[src/dfih_pkg.sv]
`timescale 1ns / 1ps

package dfih_pkg;

    // fnv-1a 64 constants
    localparam logic [63:0] FNV_BASIS = 64'hcbf2_9ce4_8422_2325;
    localparam logic [8:0]  FNV_PRIME_LOW = 9'h1b3;
    localparam int          FNV_PRIME_SHIFT = 40;

    // stream separators
    localparam logic [7:0] SEP_LOW  = 8'h1f;
    localparam logic [7:0] SEP_HIGH = 8'h1e;

    // fixed prefix of the high stream, as byte codes
    localparam int PREFIX_LEN = 15;
    localparam logic [7:0] PREFIX_BYTES [PREFIX_LEN] = '{
        8'h68, 8'h61, 8'h66, 8'h2e, 8'h69, 8'h64, 8'h65, 8'h6e,
        8'h74, 8'h69, 8'h74, 8'h79, 8'h2e, 8'h76, 8'h31
    };

    // action codes carried on the input tuser
    typedef enum logic [1:0] {
        ACT_DOMAIN = 2'd0,
        ACT_TOKEN  = 2'd1,
        ACT_FINISH = 2'd2
    } action_t;

    // byte source of a hash update
    typedef enum logic [1:0] {
        BS_INPUT    = 2'd0,
        BS_SEP_LOW  = 2'd1,
        BS_SEP_HIGH = 2'd2,
        BS_BUFFER   = 2'd3
    } byte_sel_t;

    // sequencer jump conditions
    typedef enum logic [2:0] {
        JC_NEXT     = 3'd0,  // fall through to the next step
        JC_GOTO     = 3'd1,  // always jump to target
        JC_DISPATCH = 3'd2,  // wait for a transfer, then branch on its action
        JC_RD_DONE  = 3'd3,  // jump to target once the replay has caught up
        JC_WAIT_OUT = 3'd4   // hold while the output register is full, then target
    } jump_t;

    typedef logic [3:0] upc_t;

    // program step addresses
    localparam upc_t U_IDLE    = 4'd0;
    localparam upc_t U_D_STORE = 4'd1;
    localparam upc_t U_D_DROP  = 4'd2;
    localparam upc_t U_T_SEP   = 4'd3;
    localparam upc_t U_T_BYTE  = 4'd4;
    localparam upc_t U_F_SEP   = 4'd5;
    localparam upc_t U_F_LOOP  = 4'd6;
    localparam upc_t U_F_HASH  = 4'd7;
    localparam upc_t U_F_TAIL  = 4'd8;
    localparam upc_t U_F_EMIT  = 4'd9;

    // one control word per step
    typedef struct packed {
        logic      lo_en;
        byte_sel_t lo_sel;
        logic      hi_en;
        byte_sel_t hi_sel;
        logic      buf_wr;
        logic      cnt_inc;
        logic      set_started;
        logic      set_ovf;
        logic      rd_inc;
        logic      emit;
        jump_t     jump;
        upc_t      target;
    } ctrl_t;

    // one fnv-1a step: xor the byte, multiply by the prime mod 2^64
    function automatic logic [63:0] fnv_step(input logic [63:0] h, input logic [7:0] b);
        logic [63:0] x;
        x = h ^ {56'd0, b};
        return (x * {55'd0, FNV_PRIME_LOW}) + {x[63-FNV_PRIME_SHIFT:0], {FNV_PRIME_SHIFT{1'b0}}};
    endfunction

    // high stream state after the prefix, worked out at elaboration
    function automatic logic [63:0] prefix_state();
        logic [63:0] h;
        h = FNV_BASIS;
        for (int i = 0; i < PREFIX_LEN; i++)
        begin
            h = fnv_step(h, PREFIX_BYTES[i]);
        end
        return h;
    endfunction

    localparam logic [63:0] HIGH_INIT = prefix_state();

    // microcode rom
    function automatic ctrl_t ucode(input upc_t pc);
        ctrl_t cw;
        cw = '0;
        unique case (pc)
            U_IDLE:
            begin
                cw.jump = JC_DISPATCH;
                cw.target = U_IDLE;
            end
            U_D_STORE:
            begin
                cw.lo_en = 1'b1;
                cw.lo_sel = BS_INPUT;
                cw.buf_wr = 1'b1;
                cw.cnt_inc = 1'b1;
                cw.jump = JC_GOTO;
                cw.target = U_IDLE;
            end
            U_D_DROP:
            begin
                cw.set_ovf = 1'b1;
                cw.jump = JC_GOTO;
                cw.target = U_IDLE;
            end
            U_T_SEP:
            begin
                cw.lo_en = 1'b1;
                cw.lo_sel = BS_SEP_LOW;
                cw.set_started = 1'b1;
                cw.jump = JC_NEXT;
            end
            U_T_BYTE:
            begin
                cw.lo_en = 1'b1;
                cw.lo_sel = BS_INPUT;
                cw.hi_en = 1'b1;
                cw.hi_sel = BS_INPUT;
                cw.jump = JC_GOTO;
                cw.target = U_IDLE;
            end
            U_F_SEP:
            begin
                cw.lo_en = 1'b1;
                cw.lo_sel = BS_SEP_LOW;
                cw.jump = JC_NEXT;
            end
            U_F_LOOP:
            begin
                cw.jump = JC_RD_DONE;
                cw.target = U_F_TAIL;
            end
            U_F_HASH:
            begin
                cw.hi_en = 1'b1;
                cw.hi_sel = BS_BUFFER;
                cw.rd_inc = 1'b1;
                cw.jump = JC_GOTO;
                cw.target = U_F_LOOP;
            end
            U_F_TAIL:
            begin
                cw.hi_en = 1'b1;
                cw.hi_sel = BS_SEP_HIGH;
                cw.jump = JC_NEXT;
            end
            U_F_EMIT:
            begin
                cw.emit = 1'b1;
                cw.jump = JC_WAIT_OUT;
                cw.target = U_IDLE;
            end
            default:
            begin
                cw.jump = JC_GOTO;
                cw.target = U_IDLE;
            end
        endcase
        return cw;
    endfunction

endpackage

[src/dual_fnv1a_identity_hash.sv]
`timescale 1ns / 1ps

// Builds a 128-bit identity from a domain string and a token with two fnv-1a 64
// streams. Send domain bytes (tuser action 0), then token bytes (action 1), then
// one finish transfer (action 2); the finish yields one result on the master side
// (id_low, id_high, overflow flag) and returns the block to its start state.
// Action 3 is taken and ignored. Up to DOMAIN_MAX domain bytes are kept for the
// replay; later ones, and domain bytes after the first token byte, are dropped
// and raise the overflow flag. A short microprogram, one control word per cycle,
// does the work: each byte passes a dispatch step and a work step (the first
// token byte, and a finish without a token, add a low separator step); a finish
// replays each buffered byte with one buffer read and one hash step. The finish
// holds in its last step while an earlier result has not been taken.
module dual_fnv1a_identity_hash #(
    parameter int DOMAIN_MAX = 32
) (
    input  logic         clk,
    input  logic         rst_n,
    input  logic         s_tvalid,
    output logic         s_tready,
    input  logic [7:0]   s_tdata,   // [7:0] data_byte
    input  logic [1:0]   s_tuser,   // [1:0] action
    output logic         m_tvalid,
    input  logic         m_tready,
    output logic [127:0] m_tdata,   // [63:0] id_low, [127:64] id_high
    output logic         m_tuser    // [0] domain_overflow
);

    localparam int ADDR_W = (DOMAIN_MAX > 1) ? $clog2(DOMAIN_MAX) : 1;
    localparam int CNT_W  = $clog2(DOMAIN_MAX + 1);
    localparam logic [CNT_W-1:0] CNT_MAX = CNT_W'(DOMAIN_MAX);

    dfih_pkg::upc_t  upc_reg, upc_next;
    dfih_pkg::ctrl_t cw;

    logic [63:0]      low_reg, low_next;
    logic [63:0]      high_reg, high_next;
    logic [7:0]       byte_reg;
    logic [CNT_W-1:0] cnt_reg, cnt_next;
    logic [CNT_W-1:0] rd_idx_reg, rd_idx_next;
    logic             started_reg, started_next;
    logic             ovf_reg, ovf_next;
    logic             m_tvalid_reg, m_tvalid_next;
    logic [63:0]      id_low_reg, id_high_reg;
    logic             id_ovf_reg;

    logic             in_fire;
    logic             out_busy;
    logic             emit_fire;
    logic             rd_done;
    logic             dom_blocked;
    logic [7:0]       buf_data;
    logic [7:0]       lo_byte, hi_byte;
    logic [63:0]      lo_fnv, hi_fnv;
    logic [63:0]      id_low_fix;
    dfih_pkg::upc_t   dispatch_pc;

    // control word of the current step
    assign cw = dfih_pkg::ucode(upc_reg);

    assign s_tready    = (upc_reg == dfih_pkg::U_IDLE);
    assign in_fire     = s_tvalid && s_tready;
    assign out_busy    = m_tvalid_reg && !m_tready;
    assign emit_fire   = cw.emit && !out_busy;
    assign rd_done     = (rd_idx_reg == cnt_reg);
    assign dom_blocked = started_reg || (cnt_reg == CNT_MAX);

    // domain buffer for the high stream replay
    dfih_ram #(
        .WIDTH (8),
        .DEPTH (DOMAIN_MAX)
    ) u_buf (
        .clk     (clk),
        .wr_en   (cw.buf_wr),
        .wr_addr (cnt_reg[ADDR_W-1:0]),
        .wr_data (byte_reg),
        .rd_addr (rd_idx_reg[ADDR_W-1:0]),
        .rd_data (buf_data)
    );

    // branch target taken on an accepted transfer
    always_comb
    begin
        priority if (dfih_pkg::action_t'(s_tuser) == dfih_pkg::ACT_DOMAIN)
        begin
            dispatch_pc = dom_blocked ? dfih_pkg::U_D_DROP : dfih_pkg::U_D_STORE;
        end
        else if (dfih_pkg::action_t'(s_tuser) == dfih_pkg::ACT_TOKEN)
        begin
            dispatch_pc = started_reg ? dfih_pkg::U_T_BYTE : dfih_pkg::U_T_SEP;
        end
        else if (dfih_pkg::action_t'(s_tuser) == dfih_pkg::ACT_FINISH)
        begin
            dispatch_pc = started_reg ? dfih_pkg::U_F_LOOP : dfih_pkg::U_F_SEP;
        end
        else
        begin
            dispatch_pc = dfih_pkg::U_IDLE;
        end
    end

    // step counter
    always_comb
    begin
        unique case (cw.jump)
            dfih_pkg::JC_NEXT:     upc_next = upc_reg + 4'd1;
            dfih_pkg::JC_GOTO:     upc_next = cw.target;
            dfih_pkg::JC_DISPATCH: upc_next = in_fire ? dispatch_pc : upc_reg;
            dfih_pkg::JC_RD_DONE:  upc_next = rd_done ? cw.target : upc_reg + 4'd1;
            dfih_pkg::JC_WAIT_OUT: upc_next = out_busy ? upc_reg : cw.target;
            default:               upc_next = dfih_pkg::U_IDLE;
        endcase
    end

    // byte sources of the two hash units
    always_comb
    begin
        unique case (cw.lo_sel)
            dfih_pkg::BS_INPUT:    lo_byte = byte_reg;
            dfih_pkg::BS_SEP_LOW:  lo_byte = dfih_pkg::SEP_LOW;
            dfih_pkg::BS_SEP_HIGH: lo_byte = dfih_pkg::SEP_HIGH;
            dfih_pkg::BS_BUFFER:   lo_byte = buf_data;
        endcase
        unique case (cw.hi_sel)
            dfih_pkg::BS_INPUT:    hi_byte = byte_reg;
            dfih_pkg::BS_SEP_LOW:  hi_byte = dfih_pkg::SEP_LOW;
            dfih_pkg::BS_SEP_HIGH: hi_byte = dfih_pkg::SEP_HIGH;
            dfih_pkg::BS_BUFFER:   hi_byte = buf_data;
        endcase
    end

    assign lo_fnv = dfih_pkg::fnv_step(low_reg, lo_byte);
    assign hi_fnv = dfih_pkg::fnv_step(high_reg, hi_byte);

    // a zero identity is replaced by low word one
    assign id_low_fix = ((low_reg == 64'd0) && (high_reg == 64'd0)) ? 64'd1 : low_reg;

    // datapath next state
    always_comb
    begin
        low_next      = cw.lo_en ? lo_fnv : low_reg;
        high_next     = cw.hi_en ? hi_fnv : high_reg;
        cnt_next      = cw.cnt_inc ? cnt_reg + CNT_W'(1) : cnt_reg;
        rd_idx_next   = cw.rd_inc ? rd_idx_reg + CNT_W'(1) : rd_idx_reg;
        started_next  = started_reg || cw.set_started;
        ovf_next      = ovf_reg || cw.set_ovf;
        m_tvalid_next = m_tvalid_reg && !m_tready;
        if (emit_fire)
        begin
            low_next      = dfih_pkg::FNV_BASIS;
            high_next     = dfih_pkg::HIGH_INIT;
            cnt_next      = '0;
            rd_idx_next   = '0;
            started_next  = 1'b0;
            ovf_next      = 1'b0;
            m_tvalid_next = 1'b1;
        end
    end

    // control and hash state
    always_ff @(posedge clk or negedge rst_n)
    begin
        if (!rst_n)
        begin
            upc_reg      <= dfih_pkg::U_IDLE;
            low_reg      <= dfih_pkg::FNV_BASIS;
            high_reg     <= dfih_pkg::HIGH_INIT;
            cnt_reg      <= '0;
            rd_idx_reg   <= '0;
            started_reg  <= 1'b0;
            ovf_reg      <= 1'b0;
            m_tvalid_reg <= 1'b0;
        end
        else
        begin
            upc_reg      <= upc_next;
            low_reg      <= low_next;
            high_reg     <= high_next;
            cnt_reg      <= cnt_next;
            rd_idx_reg   <= rd_idx_next;
            started_reg  <= started_next;
            ovf_reg      <= ovf_next;
            m_tvalid_reg <= m_tvalid_next;
        end
    end

    // input byte and output result payload
    always_ff @(posedge clk)
    begin
        if (in_fire)
        begin
            byte_reg <= s_tdata;
        end
        if (emit_fire)
        begin
            id_low_reg  <= id_low_fix;
            id_high_reg <= high_reg;
            id_ovf_reg  <= ovf_reg;
        end
    end

    assign m_tvalid = m_tvalid_reg;
    assign m_tdata  = {id_high_reg, id_low_reg};
    assign m_tuser  = id_ovf_reg;

    // buffer count never passes its depth
    a_cnt_bound: assert property (@(posedge clk) disable iff (!rst_n)
        cnt_reg <= CNT_MAX)
        else $error("domain count above buffer depth");

    // replay never runs ahead of the buffered bytes
    a_rd_bound: assert property (@(posedge clk) disable iff (!rst_n)
        rd_idx_reg <= cnt_reg)
        else $error("replay index past domain count");

    // buffer writes only while domain bytes are still taken
    a_wr_legal: assert property (@(posedge clk) disable iff (!rst_n)
        cw.buf_wr |-> (!started_reg && (cnt_reg < CNT_MAX)))
        else $error("domain buffer written when blocked");

    // a result transfer never carries the all-zero identity
    a_nonzero: assert property (@(posedge clk) disable iff (!rst_n)
        m_tvalid_reg |-> (m_tdata != 128'd0))
        else $error("zero identity emitted");

    // emitting a result returns the state to its start values
    a_restart: assert property (@(posedge clk) disable iff (!rst_n)
        emit_fire |=> (cnt_reg == '0) && !started_reg && !ovf_reg
                      && (low_reg == dfih_pkg::FNV_BASIS) && (upc_reg == dfih_pkg::U_IDLE))
        else $error("state not restarted after finish");

endmodule

[src/dfih_ram.sv]
`timescale 1ns / 1ps

module dfih_ram #(
    parameter int WIDTH = 8,
    parameter int DEPTH = 32,
    localparam int ADDR_W = (DEPTH > 1) ? $clog2(DEPTH) : 1
) (
    input  logic              clk,
    input  logic              wr_en,
    input  logic [ADDR_W-1:0] wr_addr,
    input  logic [WIDTH-1:0]  wr_data,
    input  logic [ADDR_W-1:0] rd_addr,
    output logic [WIDTH-1:0]  rd_data
);

    logic [WIDTH-1:0] mem [DEPTH];
    logic [WIDTH-1:0] rd_data_reg;

    // single write port, registered read port
    always_ff @(posedge clk)
    begin
        if (wr_en)
        begin
            mem[wr_addr] <= wr_data;
        end
        rd_data_reg <= mem[rd_addr];
    end

    assign rd_data = rd_data_reg;

endmodule

[config.mk]
export PLATFORM = sky130hd
export DESIGN_NAME = dual_fnv1a_identity_hash
export DESIGN_NICKNAME = d
export VERILOG_FILES = /design/src/dfih_pkg.sv /design/src/dual_fnv1a_identity_hash.sv /design/src/dfih_ram.sv
export SDC_FILE = /design/constraint.sdc
export NUM_CORES = 2
export LEC_CHECK = 0
export ABC_AREA = 0
export BUFFER_PORTS_ARGS = -buffer_cell sky130_fd_sc_hd__buf_2
export CAP_MARGIN = 0
export CORE_MARGIN = 2
export CORE_UTILIZATION = 35
export DETAILED_ROUTE_END_ITERATION = 10
export GPL_TIMING_DRIVEN = 0
export SYNTH_ARGS = -nofsm -noshare
export SYNTH_HDL_FRONTEND = slang
export SYNTH_SLANG_ARGS = --single-unit
[constraint.sdc]
create_clock -name clk -period 6.76 [get_ports clk]
set_input_delay 1.352 -clock clk [delete_from_list [all_inputs] [get_ports clk]]
set_output_delay 1.352 -clock clk [all_outputs]
set_load 0.03 [all_outputs]
==> run_results.csv <==
group,metric,value,unit
timing,fin_skew,0.06583,ns
setup_path,path_class,"reg -> reg",
logic_synthesis,synth-seq-cells,548,
timing,hold_violations,0,
global_routing,overflow,0,
drt,initialDrtViolationCount,2681,
place,dp.cells,5699,
drt,drc,0,
place,io_buffers,144,
die,fp.coreArea,0.1259,mm2
logic_synthesis,yosysWarnings,0,
timing,drv_slew,0,
setup_path,critPathArrivalTime,7.10,ns
setup_path,slowest_stage,"fa_1",
timing,rsz0062_at_grt,"true",
cells_and_area,insertedDiodeCount,0,
clock_network,clkSlewWorstSetupHoldPaths,0.06,ns
die,dieArea,0.1299,mm2
clock_network,htreeDepth,2,
global_routing,grt_usage,0.2010,
logic_synthesis,syn_area,0.04445,mm2
logic_synthesis,synth-async-reset-ratio,0.2682,
cells_and_area,top_register,"u_buf.mem",
cells_and_area,layout_commonest_cell,"inv_1",
die,start_util,0.3531,
die,die_h,360.4,um
clock_network,cts_tree,"yes",
cells_and_area,nFillCells,12200,
cells_and_area,stdcell_count,5840,
global_routing,antenna_found_initial,3,
drt,routedWlPerCell,22.19,um
setup_path,critPathMaxFanout,10,
timing,fin_crit,6.530,ns
logic_synthesis,synth_nets,4803,
setup_path,end_kind,"flip-flop",
setup_path,cp_top_family,"adder cells",
global_routing,grt_max_degree,100,
timing,tightest_slew,1.345,ns
drt,num_vias,30050,
clock_network,root_buffer,"clkbuf_16",
cells_and_area,drive_gt1_frac,0.1224,
cells_and_area,largest_register_ffs,256,
cells_and_area,layout_common_cells,"754 x inv_1, 464 x fa_1, 420 x ha_1",
worst_hold_path,min_path_type,"reg -> reg",
setup_path,critPathRequiredTime,7.33,ns
setup_path,crit_buf_inv,4,
global_routing,grt_pass1_wl,197500,um
die,dieWidth,360.4,um
logic_synthesis,seq_area_frac_synth,0.3535,
clock_network,cts_buffers,61,
cells_and_area,nets,5040,
clock_network,clockBufferDepth,3,
logic_synthesis,synth_cell_types,85,
status,status,"complete, no violations",
setup_path,critPathMaxStageDelay,0.51,ns
clock_network,holdBufCountCts,0,
drt,via_per_inst,5.145,
logic_synthesis,synth_flop_cell,"edfxtp_1",
place,hpwl,103200,um
die,io_pins,145,
logic_synthesis,synth_edf_count,393,
logic_synthesis,netlist_instances,3901,
logic_synthesis,syn_avg_cell_area,11.39,um2
place,gp_congestion,0.9501,
clock_network,clk_latency,0.71,ns
timing,fmax,153.1,MHz
clock_network,cts_sinks,548,
setup_path,start_kind,"flip-flop",
die,core.rowCount,130,
drt,wl_met3,7888,um
timing,setup_viol,0,
drt,drt-met1-wl,59580,um
drt,final_antenna_net_count,0,
drt,wl_met2,58120,um
timing,finalCritPeriodShare,0.9660,
global_routing,grt_pass1_vias,30990,
drt,firstDrtPassIters,6,
drt,wl,129600,um
cells_and_area,area_growth,12.84,%
drt,top_layer,"met5",
flow_run,cap_violations,0,
timing,relSlewSlack,0.09538,
[worst paths after layout]
path	startpoint	to	slack, ns	cells past startpoint
max in group asynchronous	rst_n	upc_reg[1]	5.26	2
min in group asynchronous	rst_n	low_reg[36]	0.57	1
worst max-delay path	upc_reg[2]	high_reg[59]	0.23	25
worst min-delay path	ovf_reg	m_tuser	0.45	0
worst min register to register	ovf_reg	m_tuser	0.45	0
worst max register to register	upc_reg[2]	high_reg[59]	0.23	25
[per-stage QoR]
| step | hold slack, ns | setup WS (ns) | setup TNS, ns | util | area, um2 |
|---|---|---|---|---|---|
| final | 0.4524 | 0.2295 | 0 | 0.3984 | 50160 |
| after floorplan | 0.4257 | 0.4102 | 0 | - | 44450 |
| after CTS | 0.4557 | 0.007080 | 0 | 0.3962 | 49880 |
| after global routing | 0.4770 | -0.03644 | -0.06577 | 0.3984 | 50160 |
| after detailed placement | 0.4420 | -1.023 | -32.48 | 0.3760 | 47340 |
| after global placement | 0.4375 | -2.529 | -374.37 | 0.3752 | 47240 |
[Yosys cell counts, types with 15 or more instances]
cell / n / area share
nor2b_1: 22 / 0.0031
edfxtp_1: 393 / 0.27
and3_1: 28 / 0.0039
a21oi_1: 172 / 0.019
nand3_1: 65 / 0.0073
and2_1: 19 / 0.0027
inv_1: 756 / 0.064
o21bai_1: 18 / 0.0030
clkbuf_1: 99 / 0.0084
nor2_1: 204 / 0.017
xor2_1: 79 / 0.016
dfrtp_1: 89 / 0.050
fa_1: 464 / 0.21
mux4_2: 80 / 0.041
a31oi_1: 21 / 0.0030
o21ai_0: 129 / 0.015
ha_1: 424 / 0.12
nand4_1: 41 / 0.0058
nand2_1: 196 / 0.017
dfstp_2: 58 / 0.034
buf_1: 19 / 0.0016
o21a_1: 15 / 0.0025
xnor2_1: 117 / 0.023
nor3_1: 31 / 0.0035
a21o_1: 93 / 0.016
o211ai_1: 35 / 0.0059
a211oi_1: 26 / 0.0044
[cell families after synthesis]
| family | share of synthesized area |
|---|---|
| xor gates and xnor gates | 0.03862 |
| buffers and inverters | 0.07482 |
| and+or+nand+nor | 0.07293 |
| muxes | 0.04461 |
| AOI/OAI and AO/OA | 0.08723 |
| DFF | 0.3535 |
| adders and majority gates | 0.3283 |
[worst register-to-register path: cells and delay by family (launching register included)]
kind | cells | cell delay (ns)
adders and majority gates | 6 | 2.20
xor gates and xnor gates | 2 | 0.47
and+or+nand+nor | 4 | 0.99
buffers and inverters | 4 | 0.65
AOI/OAI and AO/OA | 9 | 1.76
DFF | 1 | 0.39
[repair_timing]
action | 4_1_cts | 5_1_grt
gates resized for setup | 35 | 47
pin swaps | 6 | 11
buffers inserted | 19 | 10
setup endpoints to repair | 75 | 57
gates cloned | 0 | 0
[layer usage]
layer  vias up  global-route usage
li1      13580                   -
met1     15400              0.2897
met2       906              0.3127
met3       159             0.03036
met4         4             0.05973
met5         -                   0
[final cells by class]
| type | instances | area, um2 | share of cell area |
|---|---|---|---|
| buffer | 124 | 489.2 | 0.009753 |
| clock buffer | 73 | 1643 | 0.03275 |
| clock inverter | 42 | 506.7 | 0.01010 |
| inverter | 756 | 2838 | 0.05657 |
| multi-input combinational | 2470 | 25820 | 0.5147 |
| sequential | 548 | 15710 | 0.3132 |
| tap | 1650 | 2064 | 0.04116 |
| timing repair buffer | 177 | 1089 | 0.02170 |
Power is left out: the tool's default activity adds up to more than one toggle a clock period on the data nets, which glitch-free logic cannot reach.
